<file path="config.mk">
export PLATFORM = sky130hd
export DESIGN_NAME = kth_permutation_unrank
export DESIGN_NICKNAME = d
export VERILOG_FILES = /design/src/rtl/kpu_pkg.sv /design/src/rtl/kth_permutation_unrank.sv /design/src/rtl/kpu_datapath.sv
export SDC_FILE = /design/constraint.sdc
export NUM_CORES = 1
export LEC_CHECK = 0
export CAP_MARGIN = 20
export CORE_MARGIN = 8
export CORE_UTILIZATION = 50
export DETAILED_ROUTE_END_ITERATION = 8
export DONT_BUFFER_PORTS = 1
export GPL_TIMING_DRIVEN = 0
export PLACE_DENSITY = 0.72
export SLEW_MARGIN = 5
export SYNTH_ARGS = -nofsm -noshare
export SYNTH_HDL_FRONTEND = slang
export SYNTH_SLANG_ARGS = --single-unit
</file>
<file path="constraint.sdc">
create_clock -name clk -period 5.7 [get_ports clk]
set_input_delay 0.855 -clock clk [delete_from_list [all_inputs] [get_ports clk]]
set_output_delay 0.855 -clock clk [all_outputs]
set_load 0.005 [all_outputs]
</file>
<file path="src/rtl/kpu_pkg.sv">
`timescale 1ns / 1ps
// ----------------------------------------------------------------------------
// kpu_pkg
// shared types, constants, factorial table and microcode for the unranking unit
// ----------------------------------------------------------------------------
package kpu_pkg;

    localparam int MAX_LENGTH_DEF = 12;
    localparam int VAL_W          = 4;
    localparam int RANK_W         = 31;
    localparam int FACT_W         = 32;
    localparam int DIV_W          = FACT_W + 4;
    localparam int STEP_W         = 3;

    typedef logic [STEP_W-1:0] step_t;

    // program addresses
    localparam step_t STEP_TAKE = 3'd0;
    localparam step_t STEP_DIV3 = 3'd1;
    localparam step_t STEP_DIV2 = 3'd2;
    localparam step_t STEP_DIV1 = 3'd3;
    localparam step_t STEP_DIV0 = 3'd4;
    localparam step_t STEP_EMIT = 3'd5;
    localparam step_t STEP_WRAP = 3'd6;

    typedef enum logic [1:0] {
        JC_NEXT     = 2'd0,
        JC_ALWAYS   = 2'd1,
        JC_NO_START = 2'd2,
        JC_MORE     = 2'd3
    } jcond_t;

    typedef struct packed {
        logic       take;
        logic       div_en;
        logic [1:0] div_shift;
        logic       emit;
        logic       wait_out;
        jcond_t     cond;
        step_t      target;
    } ctrl_word_t;

    typedef struct packed {
        logic       load;
        logic       div_en;
        logic [1:0] div_shift;
        logic       emit;
    } dp_ctrl_t;

    typedef struct packed {
        logic start_ok;
        logic more;
        logic out_busy;
    } dp_status_t;

    function automatic logic [FACT_W-1:0] fact(input logic [VAL_W-1:0] idx);
        logic [FACT_W-1:0] f;
        case (idx)
            4'd0:    f = 32'd1;
            4'd1:    f = 32'd1;
            4'd2:    f = 32'd2;
            4'd3:    f = 32'd6;
            4'd4:    f = 32'd24;
            4'd5:    f = 32'd120;
            4'd6:    f = 32'd720;
            4'd7:    f = 32'd5040;
            4'd8:    f = 32'd40320;
            4'd9:    f = 32'd362880;
            4'd10:   f = 32'd3628800;
            4'd11:   f = 32'd39916800;
            default: f = 32'd479001600;
        endcase
        return f;
    endfunction

    // control store: take, four restoring division steps, emit, wrap
    function automatic ctrl_word_t ucode(input step_t step);
        ctrl_word_t cw;
        cw = '{take: 1'b0, div_en: 1'b0, div_shift: 2'd0, emit: 1'b0,
               wait_out: 1'b0, cond: JC_ALWAYS, target: STEP_TAKE};
        case (step)
            STEP_TAKE:
            begin
                cw.take   = 1'b1;
                cw.cond   = JC_NO_START;
                cw.target = STEP_TAKE;
            end
            STEP_DIV3:
            begin
                cw.div_en    = 1'b1;
                cw.div_shift = 2'd3;
                cw.cond      = JC_NEXT;
            end
            STEP_DIV2:
            begin
                cw.div_en    = 1'b1;
                cw.div_shift = 2'd2;
                cw.cond      = JC_NEXT;
            end
            STEP_DIV1:
            begin
                cw.div_en    = 1'b1;
                cw.div_shift = 2'd1;
                cw.cond      = JC_NEXT;
            end
            STEP_DIV0:
            begin
                cw.div_en    = 1'b1;
                cw.div_shift = 2'd0;
                cw.cond      = JC_NEXT;
            end
            STEP_EMIT:
            begin
                cw.emit     = 1'b1;
                cw.wait_out = 1'b1;
                cw.cond     = JC_MORE;
                cw.target   = STEP_DIV3;
            end
            STEP_WRAP:
            begin
                cw.cond   = JC_ALWAYS;
                cw.target = STEP_TAKE;
            end
            default:
            begin
                cw.cond   = JC_ALWAYS;
                cw.target = STEP_TAKE;
            end
        endcase
        return cw;
    endfunction

endpackage

</file>
<file path="src/rtl/kth_permutation_unrank.sv">
`timescale 1ns / 1ps
// ----------------------------------------------------------------------------
// kth_permutation_unrank
// emits the k-th lexicographic permutation of 1..n, one element per transaction
//
//   channel | direction | handshake          | payload
//   --------+-----------+--------------------+----------------------------------
//   cfg     | in        | cfg_valid/ready    | cfg_data (perm_length)
//   in      | in        | in_valid/in_stall  | rank
//   out     | out       | out_valid/stall    | element_value, position, last
//
// a microcoded sequencer runs four restoring division steps and one emit step
// per element, with a take step before the first element and a wrap step after
// the last. a rank of zero or above n! is consumed at the take step and gives
// nothing. reset sets perm_length to 1.
// output stall holds the emit step; input is taken only at the take step.
// ----------------------------------------------------------------------------
module kth_permutation_unrank #(
    parameter int MAX_LENGTH = kpu_pkg::MAX_LENGTH_DEF
) (
    input  logic                           clk,
    input  logic                           rst_n,
    input  logic                           cfg_valid,
    output logic                           cfg_ready,
    input  logic [kpu_pkg::VAL_W-1:0]      cfg_data,
    input  logic                           in_valid,
    output logic                           in_stall,
    input  logic [kpu_pkg::RANK_W-1:0]     rank,
    output logic                           out_valid,
    input  logic                           out_stall,
    output logic [kpu_pkg::VAL_W-1:0]      element_value,
    output logic [kpu_pkg::VAL_W-1:0]      position,
    output logic                           last
);

    logic [kpu_pkg::VAL_W-1:0] perm_length_reg;
    kpu_pkg::step_t            step_reg, step_next;
    kpu_pkg::ctrl_word_t       cw;
    kpu_pkg::dp_ctrl_t         ctrl;
    kpu_pkg::dp_status_t       status;
    logic                      hold;
    logic                      jump;

    assign cfg_ready = 1'b1;

    always_ff @(posedge clk or negedge rst_n)
    begin
        if (!rst_n)
        begin
            perm_length_reg <= 4'd1;
        end
        else if (cfg_valid && cfg_ready)
        begin
            perm_length_reg <= cfg_data;
        end
    end

    // sequencer
    assign cw       = kpu_pkg::ucode(step_reg);
    assign hold     = cw.wait_out && status.out_busy;
    assign in_stall = !cw.take;

    assign ctrl.load      = cw.take && in_valid && status.start_ok;
    assign ctrl.div_en    = cw.div_en;
    assign ctrl.div_shift = cw.div_shift;
    assign ctrl.emit      = cw.emit && !hold;

    always_comb
    begin
        case (cw.cond)
            kpu_pkg::JC_NEXT:     jump = 1'b0;
            kpu_pkg::JC_ALWAYS:   jump = 1'b1;
            kpu_pkg::JC_NO_START: jump = !(in_valid && status.start_ok);
            kpu_pkg::JC_MORE:     jump = status.more;
            default:              jump = 1'b1;
        endcase

        if (hold)
        begin
            step_next = step_reg;
        end
        else if (jump)
        begin
            step_next = cw.target;
        end
        else
        begin
            step_next = step_reg + 3'd1;
        end
    end

    always_ff @(posedge clk or negedge rst_n)
    begin
        if (!rst_n)
        begin
            step_reg <= kpu_pkg::STEP_TAKE;
        end
        else
        begin
            step_reg <= step_next;
        end
    end

    kpu_datapath #(
        .MAX_LENGTH (MAX_LENGTH)
    ) u_datapath (
        .clk           (clk),
        .rst_n         (rst_n),
        .ctrl          (ctrl),
        .status        (status),
        .perm_length   (perm_length_reg),
        .rank          (rank),
        .out_stall     (out_stall),
        .out_valid     (out_valid),
        .element_value (element_value),
        .position      (position),
        .last          (last)
    );

endmodule

</file>
<file path="src/rtl/kpu_datapath.sv">
`timescale 1ns / 1ps
// ----------------------------------------------------------------------------
// kpu_datapath
// remainder, digit, remaining-value list and output register of the unranker
// ----------------------------------------------------------------------------
module kpu_datapath #(
    parameter int MAX_LENGTH = kpu_pkg::MAX_LENGTH_DEF
) (
    input  logic                           clk,
    input  logic                           rst_n,
    input  kpu_pkg::dp_ctrl_t              ctrl,
    output kpu_pkg::dp_status_t            status,
    input  logic [kpu_pkg::VAL_W-1:0]      perm_length,
    input  logic [kpu_pkg::RANK_W-1:0]     rank,
    input  logic                           out_stall,
    output logic                           out_valid,
    output logic [kpu_pkg::VAL_W-1:0]      element_value,
    output logic [kpu_pkg::VAL_W-1:0]      position,
    output logic                           last
);

    localparam int IDX_W = (MAX_LENGTH > 1) ? $clog2(MAX_LENGTH) : 1;
    localparam logic [kpu_pkg::VAL_W-1:0] MAX_N = kpu_pkg::VAL_W'(MAX_LENGTH);

    logic [kpu_pkg::VAL_W-1:0]  n_eff;
    logic [kpu_pkg::FACT_W-1:0] n_fact;

    logic [kpu_pkg::VAL_W-1:0]  n_reg, n_next;
    logic [kpu_pkg::VAL_W-1:0]  p_reg, p_next;
    logic [kpu_pkg::RANK_W-1:0] r_reg, r_next;
    logic [kpu_pkg::VAL_W-1:0]  digit_reg, digit_next;
    logic [kpu_pkg::VAL_W-1:0]  list_reg  [MAX_LENGTH];
    logic [kpu_pkg::VAL_W-1:0]  list_next [MAX_LENGTH];

    logic                       out_valid_reg, out_valid_next;
    logic [kpu_pkg::VAL_W-1:0]  value_reg, value_next;
    logic [kpu_pkg::VAL_W-1:0]  pos_reg, pos_next;
    logic                       last_reg, last_next;

    logic [kpu_pkg::VAL_W-1:0]  f_idx;
    logic [kpu_pkg::DIV_W-1:0]  f_shifted;
    logic [kpu_pkg::DIV_W-1:0]  r_wide;
    logic                       is_last;
    logic [IDX_W-1:0]           sel;
    logic [kpu_pkg::VAL_W-1:0]  pick;

    assign n_eff  = (perm_length > MAX_N) ? MAX_N : perm_length;
    assign n_fact = kpu_pkg::fact(n_eff);

    assign status.start_ok = (n_eff != '0) && (rank != '0)
                             && ({1'b0, rank} <= n_fact);
    assign is_last         = (p_reg == (n_reg - 4'd1));
    assign status.more     = !is_last;
    assign status.out_busy = out_valid_reg && out_stall;

    assign f_idx     = n_reg - 4'd1 - p_reg;
    assign f_shifted = {4'd0, kpu_pkg::fact(f_idx)} << ctrl.div_shift;
    assign r_wide    = {{(kpu_pkg::DIV_W - kpu_pkg::RANK_W){1'b0}}, r_reg};
    assign sel       = digit_reg[IDX_W-1:0];
    assign pick      = list_reg[sel];

    always_comb
    begin
        n_next         = n_reg;
        p_next         = p_reg;
        r_next         = r_reg;
        digit_next     = digit_reg;
        list_next      = list_reg;
        out_valid_next = out_valid_reg && out_stall;
        value_next     = value_reg;
        pos_next       = pos_reg;
        last_next      = last_reg;

        if (ctrl.load)
        begin
            n_next     = n_eff;
            p_next     = '0;
            r_next     = rank - 31'd1;
            digit_next = '0;
            for (int i = 0; i < MAX_LENGTH; i++)
            begin
                list_next[i] = kpu_pkg::VAL_W'(i + 1);
            end
        end

        if (ctrl.div_en && (r_wide >= f_shifted))
        begin
            r_next = r_reg - f_shifted[kpu_pkg::RANK_W-1:0];
            digit_next[ctrl.div_shift] = 1'b1;
        end

        if (ctrl.emit)
        begin
            out_valid_next = 1'b1;
            value_next     = pick;
            pos_next       = p_reg;
            last_next      = is_last;
            p_next         = p_reg + 4'd1;
            digit_next     = '0;
            // close the gap left by the picked value
            for (int i = 0; i < MAX_LENGTH - 1; i++)
            begin
                if (IDX_W'(i) >= sel)
                begin
                    list_next[i] = list_reg[i + 1];
                end
            end
        end
    end

    always_ff @(posedge clk or negedge rst_n)
    begin
        if (!rst_n)
        begin
            out_valid_reg <= 1'b0;
        end
        else
        begin
            out_valid_reg <= out_valid_next;
        end
    end

    always_ff @(posedge clk)
    begin
        n_reg     <= n_next;
        p_reg     <= p_next;
        r_reg     <= r_next;
        digit_reg <= digit_next;
        list_reg  <= list_next;
        value_reg <= value_next;
        pos_reg   <= pos_next;
        last_reg  <= last_next;
    end

    assign out_valid     = out_valid_reg;
    assign element_value = value_reg;
    assign position      = pos_reg;
    assign last          = last_reg;

endmodule

</file>
* Yosys cells after proc, flatten, opt, wreduce, memory -nomap -nowiden *
Memory sizes are Yosys's and may differ from the RTL's.
Cells that the tools add are included.

cells by class
  add/sub/neg operators = 6
  magnitude comparators = 17
  equality and inequality tests = 9
  shift operators = 1
  muxes and demuxes = 33
  bitwise gates (word level) = 2
  reductions and logical operators = 21

operators with widths
  operator               count
  $mux 4                 18
  $mux 31                2
  $mux 48                1
  $mux 44                1
  $ge 31x36->1           1
  $shl 32x2->36          1
  $le 31x32->1           1
  $reduce_bool 31->1     1
  $sub 31x1->31 const B  1
  $sub 31x31->31         1
  $bmux 4 s4             1
  $ge 3x4->1 const A     4
  $ge 4x4->1 const A     3
  $pmux 3 s4             1
  $logic_and 1x1->1      10
  $ge 1x4->1 const A     2
  $ge 2x4->1 const A     2
  $eq 3x2->1 const B     2
  $eq 3x3->1 const B     2
  $pmux 2 s3             1
  $ge 5x5->1 const B     1
  $not 4->5              1
  $add 4x1->4 const B    1
  $eq 2x2->1 const B     2
  21 further kinds       28

word-level totals
  flip-flop bits (word level) = 104
  bits in read-only memories = 896
  input bits = 40
  output and inout port bits = 12
  word-level logic and storage cells = 112
  memories = 2

memory list
  memory           depth  bits a word  rd ports  clocked after memory_dff  write ports  RTL line       RTL
  (no name shown)  16     28           1         0                         0            kpu_pkg.sv:58  case (idx)
  (no name shown)  16     28           1         0                         0            kpu_pkg.sv:58

* Logic depth before layout (Yosys ltp) *
  depth after elaboration = 9
  gate-level depth with buffers = 23
  mapped depth without buffers = 21

* Cells and area by module *
A second synthesis with hierarchy kept.

second synthesis, totals
  cell total of the unflattened synthesis = 999
  area total of the unflattened synthesis = 8459.4 µm²

by module, submodules not included
  module                  times used  cells an instance  area an instance (µm²)  sequential area each (µm²)
  kpu_datapath            1           954                8006.4                  2427.3
  kth_permutation_unrank  1           45                 452.9                   176.4

* Worst setup path before layout *
OpenSTA, ideal clock, no wires.

  path kind = reg-to-reg
  start point = register u_datapath.n_reg[0] (netlist bit)
  end point = register u_datapath.r_reg[0] (netlist bit), enable pin
  library setup time = 0.374 ns
  arrival time = 4.921 ns
  data required time = 5.326 ns
  path slack = 0.405 ns
  cell stages (with the launch flop) = 21
  path buffers = 3
  clock period less this slack = 5.295 ns
  cells stage by stage = edfxtp_1 -> inv_1 -> ha_1 -> inv_1 -> fa_1 -> clkbuf_1 -> inv_1 -> ha_1 -> o32a_1 -> nor2_1 -> a21oi_1 -> ha_1 -> buf_2 -> and4_1 -> nand2_1 -> or4_1 -> o32ai_2 -> nor3_2 -> a221oi_4 -> buf_2 -> or2_2

between the ends
  word-level cells in the longest chain between the ends = 7

ends and longest elaborated chain
  element                             RTL line             RTL
  start, declared                     kpu_datapath.sv:28   logic [kpu_pkg::VAL_W-1:0] n_reg, n_next;
  start signal, assigned              kpu_datapath.sv:125  n_reg <= n_next;
  $sub 4x1->4                         kpu_datapath.sv:56   assign f_idx = n_reg - 4'd1 - p_reg;
  $sub 4x4->4                         kpu_datapath.sv:56
  $mem_v2 16x28                       n/a
  $shl 32x2->36                       kpu_datapath.sv:57   assign f_shifted = {4'd0, kpu_pkg::fact(f_idx)} << ctrl.div_shift;
  $ge 31x36->1                        kpu_datapath.sv:86   if (ctrl.div_en && (r_wide >= f_shifted))
  $logic_and 1x1->1                   kpu_datapath.sv:86
  $reduce_bool 2->1 (no source line)  n/a
  end signal, assigned                kpu_datapath.sv:127  r_reg <= r_next;
  end, declared                       kpu_datapath.sv:30   logic [kpu_pkg::RANK_W-1:0] r_reg, r_next;

Every way passes these cells.
A chain may end at the register's enable or synchronous reset.

* Worst setup path after layout *
  start point = register u_datapath.n_reg[0] (netlist bit)
  end point = register u_datapath.r_reg[26] (netlist bit), data pin

between the ends
  word-level cells in the longest chain between the ends = 7
  elaborated cells between the ends (all ways) = 8
  classes of those cells = 3 x add/sub; 1 x order compare; 1 x shift; 1 x mux; 1 x reduce/logical; 1 x memory

ends and longest elaborated chain
  element                          RTL line
  $sub 4x1->4 (*)                  kpu_datapath.sv:56
  $sub 4x4->4 (*)                  kpu_datapath.sv:56
  $mem_v2 16x28 (*)                n/a
  $shl 32x2->36 (*)                kpu_datapath.sv:57
  $ge 31x36->1                     kpu_datapath.sv:86
  $logic_and 1x1->1                kpu_datapath.sv:86
  $mux 31 (*)                      kpu_datapath.sv:86
  net u_datapath.r_next (one bit)  kpu_datapath.sv:30

The timed path passes the listed nets; every way through them passes the cells marked *.

==> flow_metrics.env <==
export IMPL_status="finished, final reports clean"
export IMPL_final_fill_count=1592
export IMPL_core_area_um2=16300
export IMPL_clock_latency_ps=350
export IMPL_worstSetupPathType="register to register"
export IMPL_drcViolationCount=0
export IMPL_start_util_pct=50.5
export IMPL_tritoncts="yes"
export IMPL_hold_ws_ps=185
export IMPL_dr_pass1_iters=5
export IMPL_ant_nets=0
export IMPL_die_width_um=144
export IMPL_end_kind="register"
export IMPL_peakVddDrop_mv=0.217
export IMPL_numPlacedInstances=1218
export IMPL_via_count=7477
export IMPL_ys_seq_elements=104
export IMPL_setup_viol=0
export IMPL_syn_to_final_growth_pct=8.65
export IMPL_cp_required_ps=5800
export IMPL_relSlewSlack_pct=35.8
export IMPL_hold_class="input port to async pin"
export IMPL_hold_viol=0
export IMPL_grt_max_degree=20
export IMPL_vias_per_cell=6.02
export IMPL_netlist_area_um2=8250
export IMPL_rows=47
export IMPL_io_pins=52
export IMPL_cp_start_kind="register"
export IMPL_drv_cap=0
export IMPL_yosysSeqAreaShare_pct=31.6
export IMPL_p_per_area_nw_per_um2=475
export IMPL_cts_buffers=9
export IMPL_synth_nets=1119
export IMPL_p_leak_nw=3.47
export IMPL_syn_avg_cell_area_um2=8.26
export IMPL_post_drt_wl_per_cell_um=18.2
export IMPL_first_global_vias=6735
export IMPL_syn_inst=998
export IMPL_diodes=0
export IMPL_worst_pin_slew_ps=950
export IMPL_fmax_ghz=0.182
export IMPL_grt_pass1_wl_um=35800
export IMPL_cts_root_buffer="clkbuf_16"
export IMPL_crit_arrival_ps=5580
export IMPL_finalCritPeriodShare_pct=96.2
export IMPL_wirelength_um=22600
export IMPL_cts_sinks=104
export IMPL_report_final_slew_viol_count=0
export IMPL_finish_utilization_pct=54.8
export IMPL_antenna_found_initial=0
export IMPL_grt_usage_pct=21.9
export IMPL_yosys_most_used_dff="edfxtp_1"
export IMPL_cts_buffer_depth=2
export IMPL_yosysUniqueCellTypes=74
export IMPL_cp_max_fo=10
export IMPL_layoutNonFillerInstCount=1242
export IMPL_gp_congestion=0.934
export IMPL_largest_reg_flops=44
export IMPL_power_mw=4.26
export IMPL_post_dp_hpwl_um=17100
export IMPL_ctsHoldBuffers=0
export IMPL_synth_edf_count=48
export IMPL_period_minus_slack_ps=5480
export IMPL_gr_total_overflow=0
export IMPL_dieArea_um2=20900
export IMPL_yosysWarnings=0
export IMPL_drive_gt1_share_pct=7.73
export IMPL_clkTransAtPathRegs_ps=80
export IMPL_port_buffers=0
export IMPL_async_flop_share_pct=7.69
export IMPL_cts_max_level=3
export IMPL_final_nets=1138
export IMPL_drt_first_iter_violations=679
export IMPL_die_h_um=144
export IMPL_finClkSkew_ps=6.32
routing by layer:
metal | up-vias | global-route usage [%] | part of all wire (%)
met2 | 248 | 33.2 | 44
met5 | - | 0 | 0
met4 | 0 | 7.17 | 2.5
li1 | 3667 | - | -
met3 | 34 | 4.56 | 7.1
met1 | 3528 | 30.3 | 46
timing repair:
action	in CTS	in global routing
setup buffers	2	5
gates cloned	2	1
pin swaps	2	5
setup endpoints to repair	59	61
resized for setup	8	16
cells in the final DEF (no fill, tap or decap), types with 8 or more instances in the layout:
cell type and n:
nand2b_1 10, buf_2 8, nand4_1 14, nor3_1 25, nand3_1 19, ha_1 78, a31oi_1 8, nor4_1 8
mux2i_1 15, clkbuf_1 23, inv_1 43, o22ai_1 11, edfxtp_1 48, nand2_1 130, clkbuf_16 10, nor2_1 96
o21ai_0 100, a21o_1 24, mux4_2 8, dfxtp_1 48, xor2_1 29, xnor2_1 30, a21oi_1 80, buf_4 10
area by class of cell:
cell class                 count  area (µm²)  area share [%]
multi-input combinational    807        5340            59.6
timing repair buffer           8        57.6           0.642
clock buffer                  10         250            2.79
sequential                   104        2600            29.1
inverter                      45         169            1.88
tap                          220         275            3.07
clock inverter                 6        55.1           0.614
buffer                        42         208            2.32
where the power goes:
| part | internal, mW | total [mW] | leakage [nW] | switching, mW |
|---|---|---|---|---|
| Combinational | 1.00 | 2.52 | 2.38 | 1.52 |
| Clock | 0.334 | 0.649 | 0.153 | 0.314 |
| Sequential | 0.994 | 1.09 | 0.936 | 0.0916 |
synthesized netlist by cell type (all sizes together) (6+ instances only):
library cell,number,area (µm²)
nand4,14,87.6
nor4,8,50.1
nand2b,10,62.6
dfrtp,7,175
dfxtp,48,961
buf,15,86.3
nor2b,6,37.5
o22ai,11,68.8
clkbuf,30,113
nor3,27,145
mux4,8,180
ha,79,988
xnor2,32,280
o21ai,107,536
a21o,24,180
a21oi,81,405
edfxtp,48,1440
a31oi,8,50.1
xor2,30,263
inv,44,165
mux2i,15,150
nor2,96,360
nand2,130,488
nand3,19,95.1
metrics by stage:
stage / area, µm² / TNS (ps) / setup WS, ps
finish: 8960 / 0 / 217
global route: 8960 / -226 / -27.3
CTS: 8880 / 0 / 55.6
detailed placement: 8520 / -23950 / -691
global placement: 8520 / -23920 / -693
floorplan: 8250 / 0 / 405
worst paths after layout:
kind	from	endpoint	slack, ps	depth (start not counted)
hold reg to reg	u_datapath.list_reg[47]	u_datapath.list_reg[47]	470	2
max in group asynchronous	rst_n	perm_length_reg[0]	5340	0
hold / removal	rst_n	perm_length_reg[1]	190	0
setup / recovery	u_datapath.n_reg[0]	u_datapath.r_reg[26]	220	21
setup reg to reg	u_datapath.n_reg[0]	u_datapath.r_reg[26]	220	21
min in group clk	u_datapath.list_reg[47]	u_datapath.list_reg[47]	470	2
logic make-up after synthesis:
group	share of synthesized area, %
and+or+nand+nor	18.8
buffers and inverters	4.46
xor gates and xnor gates	6.58
muxes	4.55
AOI/OAI and AO/OA	21.6
other	0.0455
DFF	31.6
adders and majority gates	12.5
critical path: stages (launching register included):
cell	delay (ps)
edfxtp_1	450
inv_1	70
ha_1	290
inv_1	60
fa_2	560
buf_6	140
inv_1	110
ha_1	250
nor2_1	140
o21ai_0	100
o21ai_0	170
mux2i_1	220
ha_1	430
and4_1	230
nand2_1	130
or4_1	540
o32ai_2	260
nor3_2	110
a221oi_4	370
buf_6	210
clkbuf_4	270
a21oi_1	100
No activity file was read; power rests on OpenSTA's default activity.
